===== config.mk =====
export PLATFORM = sky130hd
export DESIGN_NAME = click_classifier_channel_mode_unit
export DESIGN_NICKNAME = d
export VERILOG_FILES = /design/src/hw/rtl/ccm_pkg.sv /design/src/hw/rtl/ccm_buttons.sv /design/src/hw/rtl/click_classifier_channel_mode_unit.sv
export SDC_FILE = /design/constraint.sdc
export NUM_CORES = 1
export LEC_CHECK = 0
export BUFFER_PORTS_ARGS = -buffer_cell sky130_fd_sc_hd__buf_4
export CAP_MARGIN = 10
export CORE_UTILIZATION = 58
export DETAILED_ROUTE_END_ITERATION = 8
export PLACE_DENSITY_LB_ADDON = 0.15
export SLEW_MARGIN = 15
export SYNTH_ARGS = -nofsm -noshare
export SYNTH_HDL_FRONTEND = slang
export SYNTH_SLANG_ARGS = --single-unit

===== constraint.sdc =====
create_clock -name clock -period 15.58 [get_ports clock]
set_input_delay 3.116 -clock clock [delete_from_list [all_inputs] [get_ports clock]]
set_output_delay 3.116 -clock clock [all_outputs]
set_load 0.05 [all_outputs]

===== src/hw/rtl/ccm_pkg.sv =====
// Shared types and constants for the click classifier with channel modes.
// Holds the transfer payload structs, the channel mode codes and register indexes.
// No dependencies.
package ccm_pkg;

   localparam int NumChannels = 4;
   localparam int NumButtons  = NumChannels + 1;
   localparam int EncButton   = NumChannels;

   localparam int TimeWidth   = 32;
   localparam int HoldWidth   = 16;
   localparam int VolWidth    = 7;
   localparam int PosWidth    = 16;
   localparam int CsrIdxWidth = 2;
   localparam int CsrWidth    = 16;

   localparam logic [CsrIdxWidth-1:0] RegLongPressMs = 2'd0;
   localparam logic [CsrIdxWidth-1:0] RegVolumeStep  = 2'd1;
   localparam logic [CsrIdxWidth-1:0] RegVolumeMax   = 2'd2;

   localparam logic [HoldWidth-1:0] LongPressReset = 16'd400;
   localparam logic [VolWidth-1:0]  VolStepReset   = 7'd4;
   localparam logic [VolWidth-1:0]  VolMaxReset    = 7'd100;
   localparam logic [VolWidth-1:0]  VolumeReset    = 7'd50;

   typedef enum logic [1:0] {
      MODE_UNMUTED = 2'd0,
      MODE_MUTED   = 2'd1,
      MODE_SELECT  = 2'd2
   } mode_type;

   typedef struct packed {
      logic [NumButtons-1:0] buttons_n;
      logic                  rotated;
      logic                  turn_up;
      logic [TimeWidth-1:0]  now_ms;
   } req_type;

   typedef struct packed {
      logic [NumButtons-1:0]         short_clicks;
      logic [NumButtons-1:0]         long_clicks;
      logic [NumChannels-1:0]        led_on;
      logic [NumChannels-1:0]        select_mask;
      logic [NumChannels-1:0]        mute_events;
      logic [NumChannels-1:0]        unmute_events;
      logic                          select_active;
      logic [VolWidth-1:0]           volume_level;
      logic signed [PosWidth-1:0]    encoder_position;
   } rsp_type;

   typedef struct packed {
      logic [NumButtons-1:0] short_clicks;
      logic [NumButtons-1:0] long_clicks;
   } clicks_type;

endpackage


===== src/hw/rtl/ccm_buttons.sv =====
// Per-button press timing and short/long click classification.
// Depends on ccm_pkg for widths and the clicks_type struct.
module ccm_buttons (
   input  logic                             clock,
   input  logic                             reset,
   input  logic                             advance,
   input  logic [ccm_pkg::NumButtons-1:0]   buttons_n,
   input  logic [ccm_pkg::TimeWidth-1:0]    now_ms,
   input  logic [ccm_pkg::HoldWidth-1:0]    long_press_ms,
   output ccm_pkg::clicks_type              clicks
);

   logic [ccm_pkg::NumButtons-1:0] held_ff, held_in;
   logic [ccm_pkg::NumButtons-1:0] long_ff, long_in;
   logic [ccm_pkg::TimeWidth-1:0]  start_ff [ccm_pkg::NumButtons];
   logic [ccm_pkg::TimeWidth-1:0]  start_in [ccm_pkg::NumButtons];
   logic [ccm_pkg::TimeWidth-1:0]  start_eff [ccm_pkg::NumButtons];
   logic [ccm_pkg::TimeWidth-1:0]  elapsed [ccm_pkg::NumButtons];
   logic [ccm_pkg::NumButtons-1:0] over;

   always_comb begin
      clicks = '0;
      for (int i = 0; i < ccm_pkg::NumButtons; i++) begin
         // A fresh press starts its timer now, so it cannot be long yet.
         start_eff[i] = held_ff[i] ? start_ff[i] : now_ms;
         elapsed[i]   = now_ms - start_eff[i];
         over[i]      = elapsed[i] >
                        {{(ccm_pkg::TimeWidth - ccm_pkg::HoldWidth){1'b0}}, long_press_ms};
         held_in[i]   = held_ff[i];
         long_in[i]   = long_ff[i];
         start_in[i]  = start_ff[i];
         if (!buttons_n[i]) begin
            held_in[i]  = 1'b1;
            start_in[i] = start_eff[i];
            if (over[i] && !long_ff[i]) begin
               long_in[i] = 1'b1;
               clicks.long_clicks[i] = 1'b1;
            end
         end else if (held_ff[i]) begin
            // Release after a long click reports nothing.
            if (long_ff[i]) begin
               long_in[i] = 1'b0;
            end else begin
               clicks.short_clicks[i] = 1'b1;
            end
            held_in[i] = 1'b0;
         end
      end
   end

   always_ff @(posedge clock) begin
      if (reset) begin
         held_ff <= '0;
         long_ff <= '0;
      end else if (advance) begin
         held_ff <= held_in;
         long_ff <= long_in;
      end
   end

   always_ff @(posedge clock) begin
      if (advance) begin
         start_ff <= start_in;
      end
   end

endmodule


===== src/hw/rtl/click_classifier_channel_mode_unit.sv =====
// Top level of the click classifier with channel mute/select modes and encoder handling.
// Depends on ccm_pkg and instantiates ccm_buttons.
//
//   Channel  | Direction | Handshake               | Payload
//   ---------+-----------+-------------------------+------------------------------
//   req_     | in        | req_valid / req_ready   | req_data  (ccm_pkg::req_type)
//   rsp_     | out       | rsp_valid / rsp_ready   | rsp_data  (ccm_pkg::rsp_type)
//   csr_     | in        | csr_write (no wait)     | csr_index, csr_data
//
// Every polling pass yields exactly one result, via the input register then the result
// register. One pass per cycle is sustained while results are taken: the input register
// hands its pass to the result register through combinational logic, and both registers
// let a stalled result sit while one more pass is taken in. Reset is synchronous, active
// high; it restores the configuration defaults, held/long button flags and channel state.
module click_classifier_channel_mode_unit (
   input  logic                                clock,
   input  logic                                reset,
   input  logic                                req_valid,
   output logic                                req_ready,
   input  ccm_pkg::req_type                    req_data,
   output logic                                rsp_valid,
   input  logic                                rsp_ready,
   output ccm_pkg::rsp_type                    rsp_data,
   input  logic                                csr_write,
   input  logic [ccm_pkg::CsrIdxWidth-1:0]     csr_index,
   input  logic [ccm_pkg::CsrWidth-1:0]        csr_data
);

   // Input register stage.
   ccm_pkg::req_type in_ff;
   logic             in_valid_ff;

   // Result register stage.
   ccm_pkg::rsp_type out_ff, out_in;
   logic             out_valid_ff;

   // A pass moves from the input register to the result register when the
   // result register is empty or its content is transferred out this cycle.
   logic advance;
   assign advance   = in_valid_ff && (!out_valid_ff || rsp_ready);
   assign req_ready = !in_valid_ff || advance;
   assign rsp_valid = out_valid_ff;
   assign rsp_data  = out_ff;

   // Configuration registers.
   logic [ccm_pkg::HoldWidth-1:0] long_press_ff;
   logic [ccm_pkg::VolWidth-1:0]  vol_step_ff;
   logic [ccm_pkg::VolWidth-1:0]  vol_max_ff;

   always_ff @(posedge clock) begin
      if (reset) begin
         long_press_ff <= ccm_pkg::LongPressReset;
         vol_step_ff   <= ccm_pkg::VolStepReset;
         vol_max_ff    <= ccm_pkg::VolMaxReset;
      end else if (csr_write) begin
         unique case (csr_index)
            ccm_pkg::RegLongPressMs: long_press_ff <= csr_data;
            ccm_pkg::RegVolumeStep:  vol_step_ff   <= csr_data[ccm_pkg::VolWidth-1:0];
            ccm_pkg::RegVolumeMax:   vol_max_ff    <= csr_data[ccm_pkg::VolWidth-1:0];
            default: ;
         endcase
      end
   end

   // Button classification for the pass held in the input register.
   ccm_pkg::clicks_type clicks;

   ccm_buttons u_buttons (
      .clock         (clock),
      .reset         (reset),
      .advance       (advance),
      .buttons_n     (in_ff.buttons_n),
      .now_ms        (in_ff.now_ms),
      .long_press_ms (long_press_ff),
      .clicks        (clicks)
   );

   // Channel and encoder state.
   ccm_pkg::mode_type               mode_ff [ccm_pkg::NumChannels];
   ccm_pkg::mode_type               mode_in [ccm_pkg::NumChannels];
   ccm_pkg::mode_type               prev_ff [ccm_pkg::NumChannels];
   ccm_pkg::mode_type               prev_eff [ccm_pkg::NumChannels];
   logic [ccm_pkg::NumChannels-1:0] led_ff, led_in;
   logic                            select_ff, select_in;
   logic [ccm_pkg::VolWidth-1:0]    volume_ff, volume_in;
   logic [ccm_pkg::PosWidth-1:0]    position_ff, position_in;

   logic [ccm_pkg::NumChannels-1:0] sel_mask, mutes, unmutes;
   logic                            enc_short;

   // Volume arithmetic is done two bits wider and signed so that the step can
   // push it below zero or past the bound before clamping.
   logic signed [ccm_pkg::VolWidth+1:0] vol_sum, vol_cur, vol_step, vol_bound;

   assign enc_short = clicks.short_clicks[ccm_pkg::EncButton];

   always_comb begin
      // Rotation first. The select flag seen here is the one left by the previous pass.
      vol_cur     = $signed({2'b00, volume_ff});
      vol_step    = $signed({2'b00, vol_step_ff});
      vol_bound   = $signed({2'b00, vol_max_ff});
      vol_sum     = in_ff.turn_up ? (vol_cur + vol_step) : (vol_cur - vol_step);
      volume_in   = volume_ff;
      position_in = position_ff;
      if (in_ff.rotated) begin
         if (select_ff) begin
            if (vol_sum >= vol_bound) begin
               volume_in = vol_max_ff;
            end else if (vol_sum <= 0) begin
               volume_in = '0;
            end else begin
               volume_in = vol_sum[ccm_pkg::VolWidth-1:0];
            end
         end else begin
            position_in = in_ff.turn_up ? (position_ff + 1'b1) : (position_ff - 1'b1);
         end
      end

      // A long click on any channel enters select mode; an encoder short click
      // ends it, even in the same pass.
      select_in = select_ff | (|clicks.long_clicks[ccm_pkg::NumChannels-1:0]);
      if (enc_short) begin
         select_in = 1'b0;
      end

      sel_mask = '0;
      mutes    = '0;
      unmutes  = '0;
      led_in   = led_ff;
      for (int i = 0; i < ccm_pkg::NumChannels; i++) begin
         mode_in[i]  = mode_ff[i];
         prev_eff[i] = prev_ff[i];
         if (clicks.short_clicks[i]) begin
            mode_in[i] = led_ff[i] ? ccm_pkg::MODE_MUTED : ccm_pkg::MODE_UNMUTED;
         end
         if (clicks.long_clicks[i]) begin
            mode_in[i] = ccm_pkg::MODE_SELECT;
         end
         // Leaving select through the encoder always reports an unmute.
         if (enc_short && mode_in[i] == ccm_pkg::MODE_SELECT) begin
            prev_eff[i] = ccm_pkg::MODE_SELECT;
            mode_in[i]  = ccm_pkg::MODE_UNMUTED;
         end
         if (mode_in[i] != prev_eff[i]) begin
            if (mode_in[i] == ccm_pkg::MODE_UNMUTED) begin
               led_in[i]  = 1'b1;
               unmutes[i] = 1'b1;
            end else if (mode_in[i] == ccm_pkg::MODE_MUTED) begin
               led_in[i] = 1'b0;
               mutes[i]  = 1'b1;
            end
         end
         sel_mask[i] = (mode_in[i] == ccm_pkg::MODE_SELECT);
      end

      out_in.short_clicks     = clicks.short_clicks;
      out_in.long_clicks      = clicks.long_clicks;
      out_in.led_on           = led_in;
      out_in.select_mask      = sel_mask;
      out_in.mute_events      = mutes;
      out_in.unmute_events    = unmutes;
      out_in.select_active    = select_in;
      out_in.volume_level     = volume_in;
      out_in.encoder_position = $signed(position_in);
   end

   // Input register: loads whenever it is free or being emptied.
   always_ff @(posedge clock) begin
      if (reset) begin
         in_valid_ff <= 1'b0;
      end else if (req_ready) begin
         in_valid_ff <= req_valid;
      end
   end

   always_ff @(posedge clock) begin
      if (req_ready && req_valid) begin
         in_ff <= req_data;
      end
   end

   // Result register.
   always_ff @(posedge clock) begin
      if (reset) begin
         out_valid_ff <= 1'b0;
      end else if (advance) begin
         out_valid_ff <= 1'b1;
      end else if (rsp_ready) begin
         out_valid_ff <= 1'b0;
      end
   end

   always_ff @(posedge clock) begin
      if (advance) begin
         out_ff <= out_in;
      end
   end

   // Channel state commits with the pass. Previous modes start muted so the first pass
   // reports each channel without a click as unmuted and lights its LED.
   always_ff @(posedge clock) begin
      if (reset) begin
         for (int i = 0; i < ccm_pkg::NumChannels; i++) begin
            mode_ff[i] <= ccm_pkg::MODE_UNMUTED;
            prev_ff[i] <= ccm_pkg::MODE_MUTED;
         end
         led_ff      <= '0;
         select_ff   <= 1'b0;
         volume_ff   <= ccm_pkg::VolumeReset;
         position_ff <= '0;
      end else if (advance) begin
         for (int i = 0; i < ccm_pkg::NumChannels; i++) begin
            mode_ff[i] <= mode_in[i];
            prev_ff[i] <= mode_in[i];
         end
         led_ff      <= led_in;
         select_ff   <= select_in;
         volume_ff   <= volume_in;
         position_ff <= position_in;
      end
   end

endmodule

# Yosys cells after proc, flatten, opt, wreduce, memory -nomap -nowiden
# Memory sizes are Yosys's and may differ from the RTL's.
# Index checks and enable logic that the tools add are counted.
totals:
  word_cells: 261
  romBits: 0
  ff_bits: 319
  latchBits: 0
  memories: 2
  out_inout_bits: 52
  mem_bits_rw: 16
op_classes:
  n_reduce_logical: 49
  muxes: 113
  magnitude_cmp: 7
  n_mul: 0
  n_bitwise: 18
  eq_ne: 23
  div: 0
  n_addsub: 9
  n_shift: 0
mem_list:
  columns: ["name", "depth", "word_bits", "read_ports", "rd_clocked_by_memory_dff", "wr", "line_no", "text"]
  rows:
  - ["mode_ff", 4, 2, 4, 0, 4, "click_classifier_channel_mode_unit.sv:79", "ccm_pkg::mode_type mode_ff [ccm_pkg::NumChannels];"]
  - ["prev_ff", 4, 2, 4, 0, 4, "click_classifier_channel_mode_unit.sv:81", "ccm_pkg::mode_type prev_ff [ccm_pkg::NumChannels];"]
ops:
  columns: ["cell", "count"]
  rows:
  - ["$gt 32x16->1", 5]
  - ["$mux 32", 5]
  - ["$sub 32x32->32", 5]
  - ["$mux 1", 76]
  - ["$mux 16", 3]
  - ["$mux 2", 24]
  - ["$mux 7", 4]
  - ["$eq 2x2->1 const B", 9]
  - ["$add 16x1->16 const B", 1]
  - ["$reduce_and 2->1", 8]
  - ["$sub 16x1->16 const B", 1]
  - ["$reduce_and 3->1", 5]
  - ["$reduce_bool 2->1", 6]
  - ["$logic_and 1x1->1", 11]
  - ["$eq 2x1->1 const B", 5]
  - ["$logic_not 2->1", 5]
  - ["$ne 2x1->1 const B", 5]
  - ["$ge 9x8->1", 1]
  - ["$le 9x1->1 const B", 1]
  - ["$mux 9", 1]
  - ["$not 1->1", 9]
  - ["$or 1x1->1", 9]
  - ["$add 7x7->8", 1]
  - ["$ne 2x2->1", 4]
  - ["other kinds (5)", 15]

# Longest topological paths before layout
# Gate-level depths: netlist of run 1.
logic_depth:
  word_depth: 14
  mapped_depth: 25
  ltp_nobuf: 23

# Hierarchy
# Synthesis of run 1 repeated with hierarchy kept, for this count alone.
unflattened:
  cells_unflattened: 2860
  hier_area_um2: 26133.8
by_module_without_submodules:
  columns: ["module", "instances", "seq_area_each_um2", "area_per_inst_um2", "cells_per_inst"]
  rows:
  - ["ccm_buttons", 1, 5004.8, 18746.7, 2172]
  - ["click_classifier_channel_mode_unit", 1, 4234.1, 7387.1, 688]

# Least setup slack after synthesis of run 1
# No wires, ideal clock.
synth_timing:
  path_kind: "input port to output port"
  from: "input port rsp_ready"
  to: "output port req_ready"
  setup_slack_ps: 8844
  cell_stages: 2
  arrival_time_ps: 3620
  n_path_buf: 0
  cell_sequence: "nor2b_1 > nand2_1"
synth_between:
  elab_chain_cells: 3
synth_rtl:
  columns: ["element", "line_no", "text"]
  rows:
  - ["from (decl)", "click_classifier_channel_mode_unit.sv:22", "input logic rsp_ready,"]
  - ["$logic_or 1x1->1", "click_classifier_channel_mode_unit.sv:40", "assign advance = in_valid_ff && (!out_valid_ff || rsp_ready);"]
  - ["$logic_and 1x1->1", "click_classifier_channel_mode_unit.sv:40", null]
  - ["$logic_or 1x1->1", "click_classifier_channel_mode_unit.sv:41", "assign req_ready = !in_valid_ff || advance;"]
  - ["to (decl)", "click_classifier_channel_mode_unit.sv:19", "output logic req_ready,"]
# No other way between the ends.

==> results.txt, run 1 <==
The synthesized area divided by synthesized cell count is just over 9 sq um. The worst-case headroom to the max-slew limit came out at 22.6%. Sorting the synthesized cells by how often they occur yields 278 x ha_1, 262 x nand2_1, 261 x edfxtp_1, 251 x a21oi_1, 244 x inv_1. The initial antenna violation count came out at 0. The average detailed-routed wire length per instance came out at about 20 um. Compared with the post-synthesis result, the final layout area differs by 10.3%. The critical path's slowest cell is nor4_1.

The die is around 210 um wide. The post-detailed-placement half-perimeter wirelength is 53900 um. The root buffer cell chosen for the clock tree is clkbuf_16. The number of synthesis warnings is 0. The cell area reported after detailed placement is 27600 sq um. The critical path goes through buf_4 -> mux2i_1 -> ha_1 -> a21oi_1 -> nand2_1 -> o21ai_0 -> a21oi_1 -> o31ai_1 -> xnor2_1 -> ha_1 -> nand4_1 -> or3b_2 -> or3_1 -> a2111oi_0 -> nand4_1 -> nor4_1 -> a21boi_1 -> o21ai_0 -> a31oi_1. The summed area of non-filler cells in the final layout is about 29000 sq um. The arrival time of the worst setup path is 7.58 ns. In this run the most critical hold path is launched from long_press_ff[9]$_SDFFE_PP0P_. The main flop type after synthesis is edfxtp_1. Along the worst path, the maximum fanout reaches 23. The worst register-to-register path ends at rsp_data[38]$_DFFE_PP_. The flop-to-flop setup slack is about 8.3 ns. The number of enable-type register cells in the synthesized netlist came out at 261.

In this run the vertical extent of the chip is roughly 210 um. The layout net count came out at ~3300. Dividing the detail-routed via count by the number of cells gives 6.22. The initial utilization of the core area, before any placement, comes to between 50% and 60%. The first global-routing pass estimated 114000 um of wire. The via count came out at ~22000. The aggregate negative setup slack came out at 0 ns. Wires add up to 72200 um. The clock latency on the worst-skew pair is between 0.5 and 0.6 ns. The final cell count without fillers is ~3600. The number of hold-repair buffers added at the cts stage is 0. The number of global-route vias before repair is 21665.

The highest layer touched by signal routing is met4. The first-pass iteration count of the detailed router came out at 5. The longest clock path from root to sink contains 3 buffers.

The pre-CTS setup slack is between 8 and 9 ns. The worst hold endpoint is long_press_ff[9]$_SDFFE_PP0P_. The maximum clock frequency is approximately 140 MHz. The violation count after the first detailed-route iteration is ~1300. The residual antenna-violating net count after detailed routing is 0.

The worst-case IR drop observed on VDD is between 0.09 and 0.1 mV. The synthesized design devotes to its leading area cell type between 20% and 30% of total area. The proportion of layout cells with a drive suffix above 1 is 8.40%. The area of the die came out at roughly 46000 sq um.

For the pin with the worst max-slew slack, the measured transition is 1.16 ns. The number of max-cap violations is 0. After synthesis the netlist holds a flip-flop and latch count of 331. Across every metal layer, demand over resource in global routing totals a little under a third. The antenna diode count is 0. The type of the worst min-delay path is register to register. The number of CTS-inserted buffers is 40. The number of setup buffers added after CTS is 0. ha_1 is the most common cell in the netlist. Setup repair after global routing left no endpoint under its margin. In this run, placement finished with an instance count of roughly 3500. The post-CTS resize count is 0. The final clock skew came out at between 0.03 and 0.04 ns. The hold path depth is 2. The final max-slew violation count came out at 0. Sorting the synthesized cells by area gives the leading types as edfxtp_1 30%, ha_1 13%, mux2i_1 6.8%, dfxtp_1 5.3%, a21oi_1 4.8%. For this design, the sink count on the clock tree is 331. The met2 layer wire length in the routed design is about 35000 um. The routed length on met1 came out at just over 30000 um. The critical path is of the register to register type. The fraction of the yosys area taken by sequential cells came out at 35.3%. The period utilization is between 40% and 50%.

STA classifies the critical path startpoint as a register. The total count of hold-check failures in the final report is 0. The netlist area before placement is roughly 26000 sq um. The clock tree from TritonCTS is built.

The placement row count is 77. The residual DRC count came out at 0. The run finished with clean final reports.

The leakage power of the design came out at between 10 and 15 nW. Summed over all layers, the global routing overflow is 0. The post-layout minimum cycle time came out at about 7.3 ns. The critical path required time is ~16 ns. The number of setup violations in the final report is 0. The distinct cell type count of the synthesized netlist came out at roughly 90. The length of routed met3 wiring is 3460 um. Input and output buffers added on the ports amount to ~110.

The net count after synthesis is 3212. The final setup slack of the worst path came out at around 8.3 ns. The global placer's final weighted congestion is slightly below 1.

The largest stage delay on the critical path came out at about 0.92 ns. The number of levels the H-tree was split into came out at 2. The synthesized design spends more area on one cell type than any other, namely edfxtp_1.

The startpoint identified for the worst register-to-register timing path is u_buttons.held_ff[2]$_SDFFE_PP0P_. The fraction of synthesis flops using an asynchronous set or reset pin came out at 0%. After clock tree synthesis, the clock-pin slew on the worst setup and hold paths is approximately 0.060 ns. The synthesized instance count is 2864.

The number of cells on the worst reg-to-reg path is 19. After floorplanning, the core was sized to cover around 44000 sq um. The top-level I/O count is 114. The largest net degree at the start of global routing came out at approximately 70.

The endpoint class of the critical path is a register. Dividing total power by cell area gives a power density of 99.8 nW/um^2.
worst max-delay path by stage:
| stage | startpoint | to | slack, ns | depth (start not counted) |
|---|---|---|---|---|
| finish | u_buttons.held_ff[2]$_SDFFE_PP0P_ | rsp_data[38]$_DFFE_PP_ | 8.30 | 19 |
| global placement | u_buttons.held_ff[2]$_SDFFE_PP0P_ | rsp_data[38]$_DFFE_PP_ | 8.42 | 19 |
| floorplan | rsp_ready | req_ready | 8.84 | 2 |
| global route | u_buttons.held_ff[2]$_SDFFE_PP0P_ | rsp_data[38]$_DFFE_PP_ | 7.91 | 19 |
| detailed placement | u_buttons.held_ff[2]$_SDFFE_PP0P_ | rsp_data[38]$_DFFE_PP_ | 8.43 | 19 |
| CTS | u_buttons.held_ff[2]$_SDFFE_PP0P_ | rsp_data[38]$_DFFE_PP_ | 8.42 | 19 |
logic make-up (layout without fill, tap and decap cells):
kind of cell	after synthesis	in the layout	share of synthesized area (%)
and+or+nand+nor	823	823	15.4
AOI/OAI and AO/OA	767	767	18.9
buffers and inverters	340	441	4.92
DFF	331	331	35.3
adders and majority gates	286	286	13.9
muxes	196	196	7.57
xor gates and xnor gates	121	121	4.04
flip-flops by register name (all words and copies together), names as in the netlist, 4 cells and up:
signal,cells
u_buttons.start_ff,160
rsp_data,50
in_ff,39
long_press_ff,16
position_ff,16
prev_ff,7
vol_max_ff,7
vol_step_ff,7
volume_ff,7
mode_ff,5
u_buttons.held_ff,5
u_buttons.long_ff,5
led_ff,4
per-stage QoR:
stage | hold slack [ns] | utilization [%] | total power [mW]
final | 0.462 | 65.1 | 2.89
after CTS | 0.464 | 65.1 | 2.88
after global placement | 0.447 | 62.1 | 1.89
after floorplan | 0.436 | - | 1.69
after detailed placement | 0.452 | 62.1 | 1.92
after global routing | 0.482 | 65.1 | 3.02
report_power, final:
| part | switching, mW | internal [mW] | total [mW] | leakage (nW) |
|---|---|---|---|---|
| clock network | 0.386 | 0.583 | 0.970 | 0.648 |
| logic | 0.529 | 0.344 | 0.872 | 8.18 |
| registers | 0.0429 | 1.00 | 1.04 | 3.01 |
per-layer routing:
metal	GRT usage (%)	vias to the layer above
met4	11.9	0
met5	0	-
li1	-	10685
met2	54.6	678
met3	3.66	159
met1	38.3	10615
placed cells by master, fill, tap and decap left out, types with 39 or more instances in the layout:
cell / count
inv_1: 243
o21ai_0: 146
nand4_1: 41
nand2b_1: 39
xnor2_1: 66
mux2i_1: 179
nor2_1: 179
o21a_1: 46
a21oi_1: 251
nand2_1: 262
edfxtp_1: 261
clkbuf_16: 41
xor2_1: 55
a21o_1: 64
dfxtp_1: 65
ha_1: 278
nor3_1: 49
nand3_1: 53
nor2b_1: 45
buf_4: 122
worst max-delay path: cells and delay by family (launching register included):
kind | cells | cell delay [ns]
DFF | 1 | 0.62
and+or+nand+nor | 6 | 2.23
AOI/OAI and AO/OA | 8 | 2.61
muxes | 1 | 0.33
xor gates and xnor gates | 1 | 0.15
adders and majority gates | 2 | 0.62
buffers and inverters | 1 | 0.43
layout make-up:
cell class	instances	area [sq um]
Clock inverter	14	183
Multi-Input combinational cell	2193	15700
Tap cell	592	741
Timing Repair Buffer	122	916
Fill cell	3715	15500
Clock buffer	58	1160
Inverter	247	927
Sequential cell	331	9250
(Power assumes the default switching activity.)
==> run 2: changes to the inputs <==
Clock period 15.58 ns to 6.56 ns, I/O delays scaled along.
==> run 2 against run 1 <==
  * Register-to-register slack lost 7.9 ns
  * Die area unchanged
  * First-iteration DRC count increased by 28%
  * Routed wire length rose by 4.8%
  * Clock-buffer cell count shrank 1
  * Clock power up 130%
  * Power grew 140%
  * Global-route usage rose by 1.7 points
  * Flip-flop and latch count unchanged
  * Critical endpoint is now rsp_data[23]$_DFFE_PP_
==> results.txt, run 2 (synthesis gave the netlist of run 1 again) <==
The run finished with clean final reports. The number of max-cap violations is 0. The number of CTS-inserted buffers is 40.

The worst pin sits at a relative slew slack of between 20% and 30%. The via density per instance is between 6 and 7. Buffers added to address setup during post-CTS repair amount to 0. The final cell count without fillers came out at about 3600. The largest net degree at the start of global routing came out at 71. The utilization after layout came out at around two thirds.

At the pin with the least slew margin, the transition time is ~1.2 ns. The post-detailed-placement half-perimeter wirelength is about 57000 um. The area of the die is about 46000 sq um. The proportion of layout cells with a drive suffix above 1 came out at under 10%. The number of clock sinks seen by CTS is between 300 and 400. The total global-route track usage came out at 32.5%. The critical path required time is slightly below 7 ns. The post-layout minimum cycle time came out at 6.13 ns.

The worst setup path is launched from a register. The largest register by flop count is u_buttons.start_ff. The antenna diode count came out at 0. The quantity of I/O buffers inserted on ports is about 110. The initial utilization of the core area, before any placement, comes to between 50% and 60%.

Clock-pin slew was measured on the worst setup and hold paths at 0.06 ns. The type of the worst min-delay path is register to register. Leaving out fill and tap cells, the most frequent cells in the layout are 278 x ha_1, 262 x nand2_1, 261 x edfxtp_1. The count of nets left with antenna violations once routing finished came out at 0. The maximum clock frequency is 163 MHz. Hold is met by about 0.46 ns. The number of setup violations in the final report is 0. The global route total overflow is 0. The residual DRC count came out at 0.

The core region is between 40000 and 50000 sq um. After floorplanning, the core was divided into a little under 80 placement rows. The total count of hold-check failures in the final report came out at 0. The global-route wire length before repair came out at about 120000 um.

The cell area reported after detailed placement came out at around 28000 sq um. The largest fanout on the critical path came out at 10. The die outline width came out at ~210 um. The period utilization is 93.5%. The violation count after the first detailed-route iteration came out at 1714.

The final wirelength is about 76000 um. The layout net count came out at roughly 3300. The top-level I/O count is 114.

CTS placed an instance of clkbuf_16 at the clock tree root. The first-pass iteration count of the detailed router is 6. Counting the fill cells in the layout gives about 3600. From synthesis to final layout, the design area changed by 11.0%. The clock tree from TritonCTS is built. After detailed routing, the average wire length per cell comes to about 21 um. The aggregate negative setup slack came out at 0 ns. The library cell used most frequently in the layout, excluding fill and tap cells, is ha_1. Dividing total power by cell area gives a power density of between 200 and 250 nW/um^2. The number of buffers on the longest clock path is 3. The summed area of non-filler cells in the final layout is about 29000 sq um. Setup repair after global routing left no endpoint under its margin. The total placed cells including tap cells is between 3000 and 4000.

The final max-slew violation count was 0. The number of global-route vias before repair came out at about 22000. The number of hold-repair buffers added at the cts stage is 0. The flip-flop count of the largest register after layout came out at 160. Detailed routing inserted a total of around 22000 vias.

CTS built an H-tree with a depth of 2. The maximum vdd ir drop came out at 0.219 mV. The endpoint class of the critical path is a register. The leakage power of the design is 12.0 nW. The initial antenna violation count came out at 0. The clock arrives with about 0.017 ns of skew. The clock latency on the worst-skew pair came out at about 0.57 ns. The arrival time of the worst setup path came out at ~6.4 ns. The global placer's final weighted congestion is between 0.9 and 1. The setup path with the least slack is of type register to register. In this run the vertical extent of the chip is 215 um.
## run 2: cell count changes in the layout (fill, tap and decap cells not counted), sizes merged
| cell | delta |
|---|---|
| bufinv | -2 |
| clkbuf | -1 |
| clkinv | +3 |
| inv | +1 |
| buf | +31 |
## run 2: final timing paths
check	depth (start not counted)	endpoint	start	slack [ns]
max	24	rsp_data[23]$_DFFE_PP_	in_ff[0]$_DFFE_PP_	0.43
min	2	long_press_ff[5]$_SDFFE_PP0P_	long_press_ff[5]$_SDFFE_PP0P_	0.46
max reg2reg	24	rsp_data[23]$_DFFE_PP_	in_ff[0]$_DFFE_PP_	0.43
min reg2reg	2	long_press_ff[5]$_SDFFE_PP0P_	long_press_ff[5]$_SDFFE_PP0P_	0.46
## run 2: metrics by stage
| step | power (mW) | worst slack, ns |
|---|---|---|
| 2_1_floorplan | 4.01 | 0.805 |
| 6_report | 6.83 | 0.429 |
| 5_1_grt | 7.15 | 0.00930 |
| 3_5_place_dp | 4.59 | 0.456 |
| 4_1_cts | 6.82 | 0.414 |
| 3_3_place_gp | 4.52 | 0.587 |
## run 2: timing repair
| item | CTS | global route |
|---|---|---|
| hold endpoints to repair | 0 | 0 |
| gates resized for setup | 0 | 2 |
| endpoints found under the setup margin | 0 | 3 |
## run 2: cell type report
type                    count  area, sq um  area share [%]
multi-input cells        2193        15700            54.1
flip-flops and latches    331         9250            31.8
well taps                 592          741            2.55
repair buffers            153         1150            3.95
inverters                 247          927            3.19
clock buffers              57         1160            3.98
clock inverters            16          141           0.486
## run 2: metal layers
layer / vias up / global-route usage (%) / routed length (um)
met2: 735 / 57.3 / 37200
met5: - / 0 / 0
met1: 10796 / 39.9 / 31500
met3: 190 / 3.57 / 3710
li1: 10770 / - / -
met4: 0 / 14.9 / 3270
## run 2: worst max-delay path, stage by stage, from the launching register on
cell and delay [ns]:
edfxtp_1 0.38, inv_1 0.08, buf_4 0.17, o21ai_0 0.16
ha_1 0.26, fa_1 0.41, nor2b_1 0.23, o31ai_2 0.10
a21oi_1 0.29, a41oi_2 0.30, o21bai_1 0.24, xor2_1 0.11
ha_1 0.31, nand4_1 0.18, or4_1 0.54, o21ai_0 0.08
a21oi_1 0.13, nor4_1 0.31, and3b_1 0.20, o211a_1 0.16
nand4_1 0.26, o21ai_4 0.35, inv_1 0.14, nor4_2 0.37
nor2_1 0.09
## run 2: where the power goes
| group | switching (mW) | internal, mW |
|---|---|---|
| Sequential | 0.0940 | 2.38 |
| Combinational | 1.29 | 0.834 |
| Clock | 0.920 | 1.31 |
==> run 3: changes to the inputs <==
Settings changed: PLACE_DENSITY from default to 0.78, PLACE_DENSITY_LB_ADDON 0.15 to default.
==> run 3 against run 2 <==
  * Combinational power barely moved
  * Worst setup slack better by 0.0027 ns
  * Hold slack got worse by 0.0042 ns
  * Design area is 0.42% higher
  * Register-to-register slack is essentially flat
  * Critical path depth down 2
  * Largest power group unchanged
==> results.txt, run 3 (synthesis gave the netlist of run 1 again) <==
The run finished with clean final reports. The largest individual stage delay along the critical path comes from the cell dfxtp_2. The violation count after the first detailed-route iteration came out at about 1700. The multi-input combinational cell area came out at about 16000 sq um. Routed signal wires occupy layers up through met4. In the routed design, unresolved DRC markers number 0. The measured slew at the worst slew-check pin came out at 1.11 ns.

The maximum clock frequency is ~160 MHz. STA classifies the critical path startpoint as a register. Leaving out fill and tap cells, the most frequent cell in the layout is ha_1. The initial antenna violation count came out at 2. The clock latency on the worst-skew pair is 0.57 ns. Setup repair after global routing left no endpoint under its margin. The final clock skew came out at 0.0195 ns. The largest stage delay on the critical path is ~0.79 ns. The worst setup path is captured at a register. The flip-flop and latch area is between 9000 and 10000 sq um. The clock period could shrink to between 6 and 7 ns. The worst-case headroom to the max-slew limit came out at a little over a quarter. Clock-pin slew was measured on the worst setup and hold paths at 0.06 ns.

The first global-routing pass estimated about 120000 um of wire. The proportion of layout cells with a drive suffix above 1 is 9.56%. The final route contains roughly 23000 vias. The floorplan step set the die height to between 200 and 250 um. For this run, the detailed router's first-pass iteration total came to 6. Dividing total power by cell area gives a power density of about 240 nW/um^2. The total count of hold-check failures in the final report is 0. The net switching power of the design is ~2.3 mW. The combinational cell fraction of total power came out at a little under a third. The aggregate negative setup slack is 0 ns.

The number of buffers on the longest clock path is 3. The number of global-route vias before repair is 22188. The fraction of power consumed by sequential logic came out at about a third.

The total global-route track usage is about a third. The quantity of I/O buffers inserted on ports is 113. The final max-slew violation count came out at 0.

For this design, the sink count on the clock tree is roughly 330. Net switching is about a third of the power. Routability-driven placement finished with a final weighted congestion of 0.960. The number of levels the H-tree was split into came out at 2. The starting utilization of the core area is about three fifths. Across the run, the number of max-cap violations was 0. The post-detailed-placement half-perimeter wirelength is around 56000 um. VDD sags by at most ~0.23 mV. The period utilization came out at 93.4%.

The buffer type at the clock tree root is clkbuf_16. The met2 layer wire length in the routed design came out at roughly 37000 um. The detailed router put a total of about 31000 um of wire on met1. The largest register by flop count is u_buttons.start_ff. The number of CTS-inserted buffers came out at 40.

For the worst setup path, the data required time is just under 7 ns. The leakage power of the design is roughly 12 nW. The clock network burns between 30 and 40% of the power. The die is 215 um wide. The type of the worst min-delay path is register to register. The summed area of non-filler cells in the final layout came out at 29200 sq um. The top cell types in the final layout, fill and taps aside, are 278 x ha_1, 262 x nand2_1, 261 x edfxtp_1. The area of the die came out at roughly 46000 sq um. Entering global routing, the biggest net connects 71 pins. The residual antenna-violating net count after detailed routing came out at 0. The number of hold-repair buffers added at the cts stage came out at 0.

The placed instances occupy a cell area of between 20000 and 30000 sq um. The critical path is of the register to register type. Counting the fill cells in the layout gives approximately 3600.

In this run the worst path has a maximum fanout of 22. The number of setup violations in the final report is 0. The cell with the most instances on the worst path is a21oi_1. The global route total overflow is 0. The area growth from synthesis to layout is 11.5%. The core area is 44400 sq um. The placement row count is between 70 and 80.

The internal power of the cells totals roughly 4.7 mW. The final wirelength is roughly 75000 um. For this run, the post-layout net count is between 3000 and 4000. TritonCTS built the clock tree.

The average detailed-routed wire length per instance came out at 21.0 um. Data arrives at the worst endpoint at around 6.4 ns. The top-level I/O count came out at between 100 and 150.

The flip-flop count of the largest register after layout is 160. The via density per instance came out at about 6.3. The critical path goes through nand2_1 -> o21ai_0 -> ha_1 -> inv_1 -> fa_1 -> a211oi_1 -> o21bai_1 -> o211ai_1 -> a21o_1 -> nand2_1 -> xor2_1 -> ha_1 -> a21o_1 -> a21oi_1 -> o21ai_0 -> a21oi_1 -> a21oi_1 -> or4_1 -> or4b_1 -> or4_1 -> nor4_2 -> nor3_1.

The length of routed met3 wiring is approximately 4400 um.
[run 3: final timing paths]
path,from,endpoint,slack (ns),cells past startpoint
setup / recovery,u_buttons.held_ff[4]$_SDFFE_PP0P_,rsp_data[44]$_SDFFCE_PP0P_,0.43,22
hold / removal,long_press_ff[15]$_SDFFE_PP0P_,long_press_ff[15]$_SDFFE_PP0P_,0.46,2
setup reg to reg,u_buttons.held_ff[4]$_SDFFE_PP0P_,rsp_data[44]$_SDFFCE_PP0P_,0.43,22
hold reg to reg,long_press_ff[15]$_SDFFE_PP0P_,long_press_ff[15]$_SDFFE_PP0P_,0.46,2
[run 3: layer usage]
| metal | global-route usage, % | vias up |
|---|---|---|
| met1 | 39.0 | 10874 |
| met2 | 57.0 | 793 |
| li1 | - | 10759 |
| met5 | 0 | - |
| met4 | 14.4 | 0 |
| met3 | 4.20 | 196 |
[run 3: through the flow]
| stage | setup slack [ns] | util, % | total power [mW] | hold slack, ns | cells |
|---|---|---|---|---|---|
| 6_report | 0.431 | 65.8 | 7.01 | 0.458 | 3585 |
| 4_1_cts | 0.371 | 65.5 | 6.99 | 0.459 | 3575 |
| 3_3_place_gp | 0.595 | 62.4 | 4.51 | 0.444 | 3504 |
| 3_5_place_dp | 0.424 | 62.4 | 4.58 | 0.448 | 3504 |
| 2_1_floorplan | 0.805 | - | 4.01 | 0.436 | 2864 |
| 5_1_grt | 0.00510 | 65.8 | 7.33 | 0.475 | 3584 |
[run 3: power by group through the flow]
stage | registers (mW) | clock network (mW) | logic, mW
after floorplan | 2.53 | 0 | 1.48
after global placement | 2.51 | 0 | 2.00
after detailed placement | 2.52 | 0 | 2.06
after CTS | 2.47 | 2.45 | 2.07
after global routing | 2.48 | 2.52 | 2.33
final | 2.47 | 2.42 | 2.11
[run 3: cell type report]
class	instances	share of cell area, %
multi-input combinational	2193	53.9
sequential	331	31.6
timing repair buffer	150	3.91
clock buffer	49	3.82
inverter	247	3.17
tap	592	2.54
clock inverter	22	1.02
antenna	1	0.00856
[run 3: worst max-delay path: cells and delay by family (launching register included)]
kind,cells,cell delay [ns]
and+or+nand+nor,7,2.17
buffers and inverters,1,0.06
AOI/OAI and AO/OA,10,1.69
adders and majority gates,3,0.95
DFF,1,0.79
xor gates and xnor gates,1,0.18
[run 3: repair_timing]
item / 4_1_cts / 5_1_grt
setup buffers: 0 / 9
resized for setup: 0 / 5
hold endpoints to repair: 0 / 0
endpoints found under the setup margin: 0 / 14
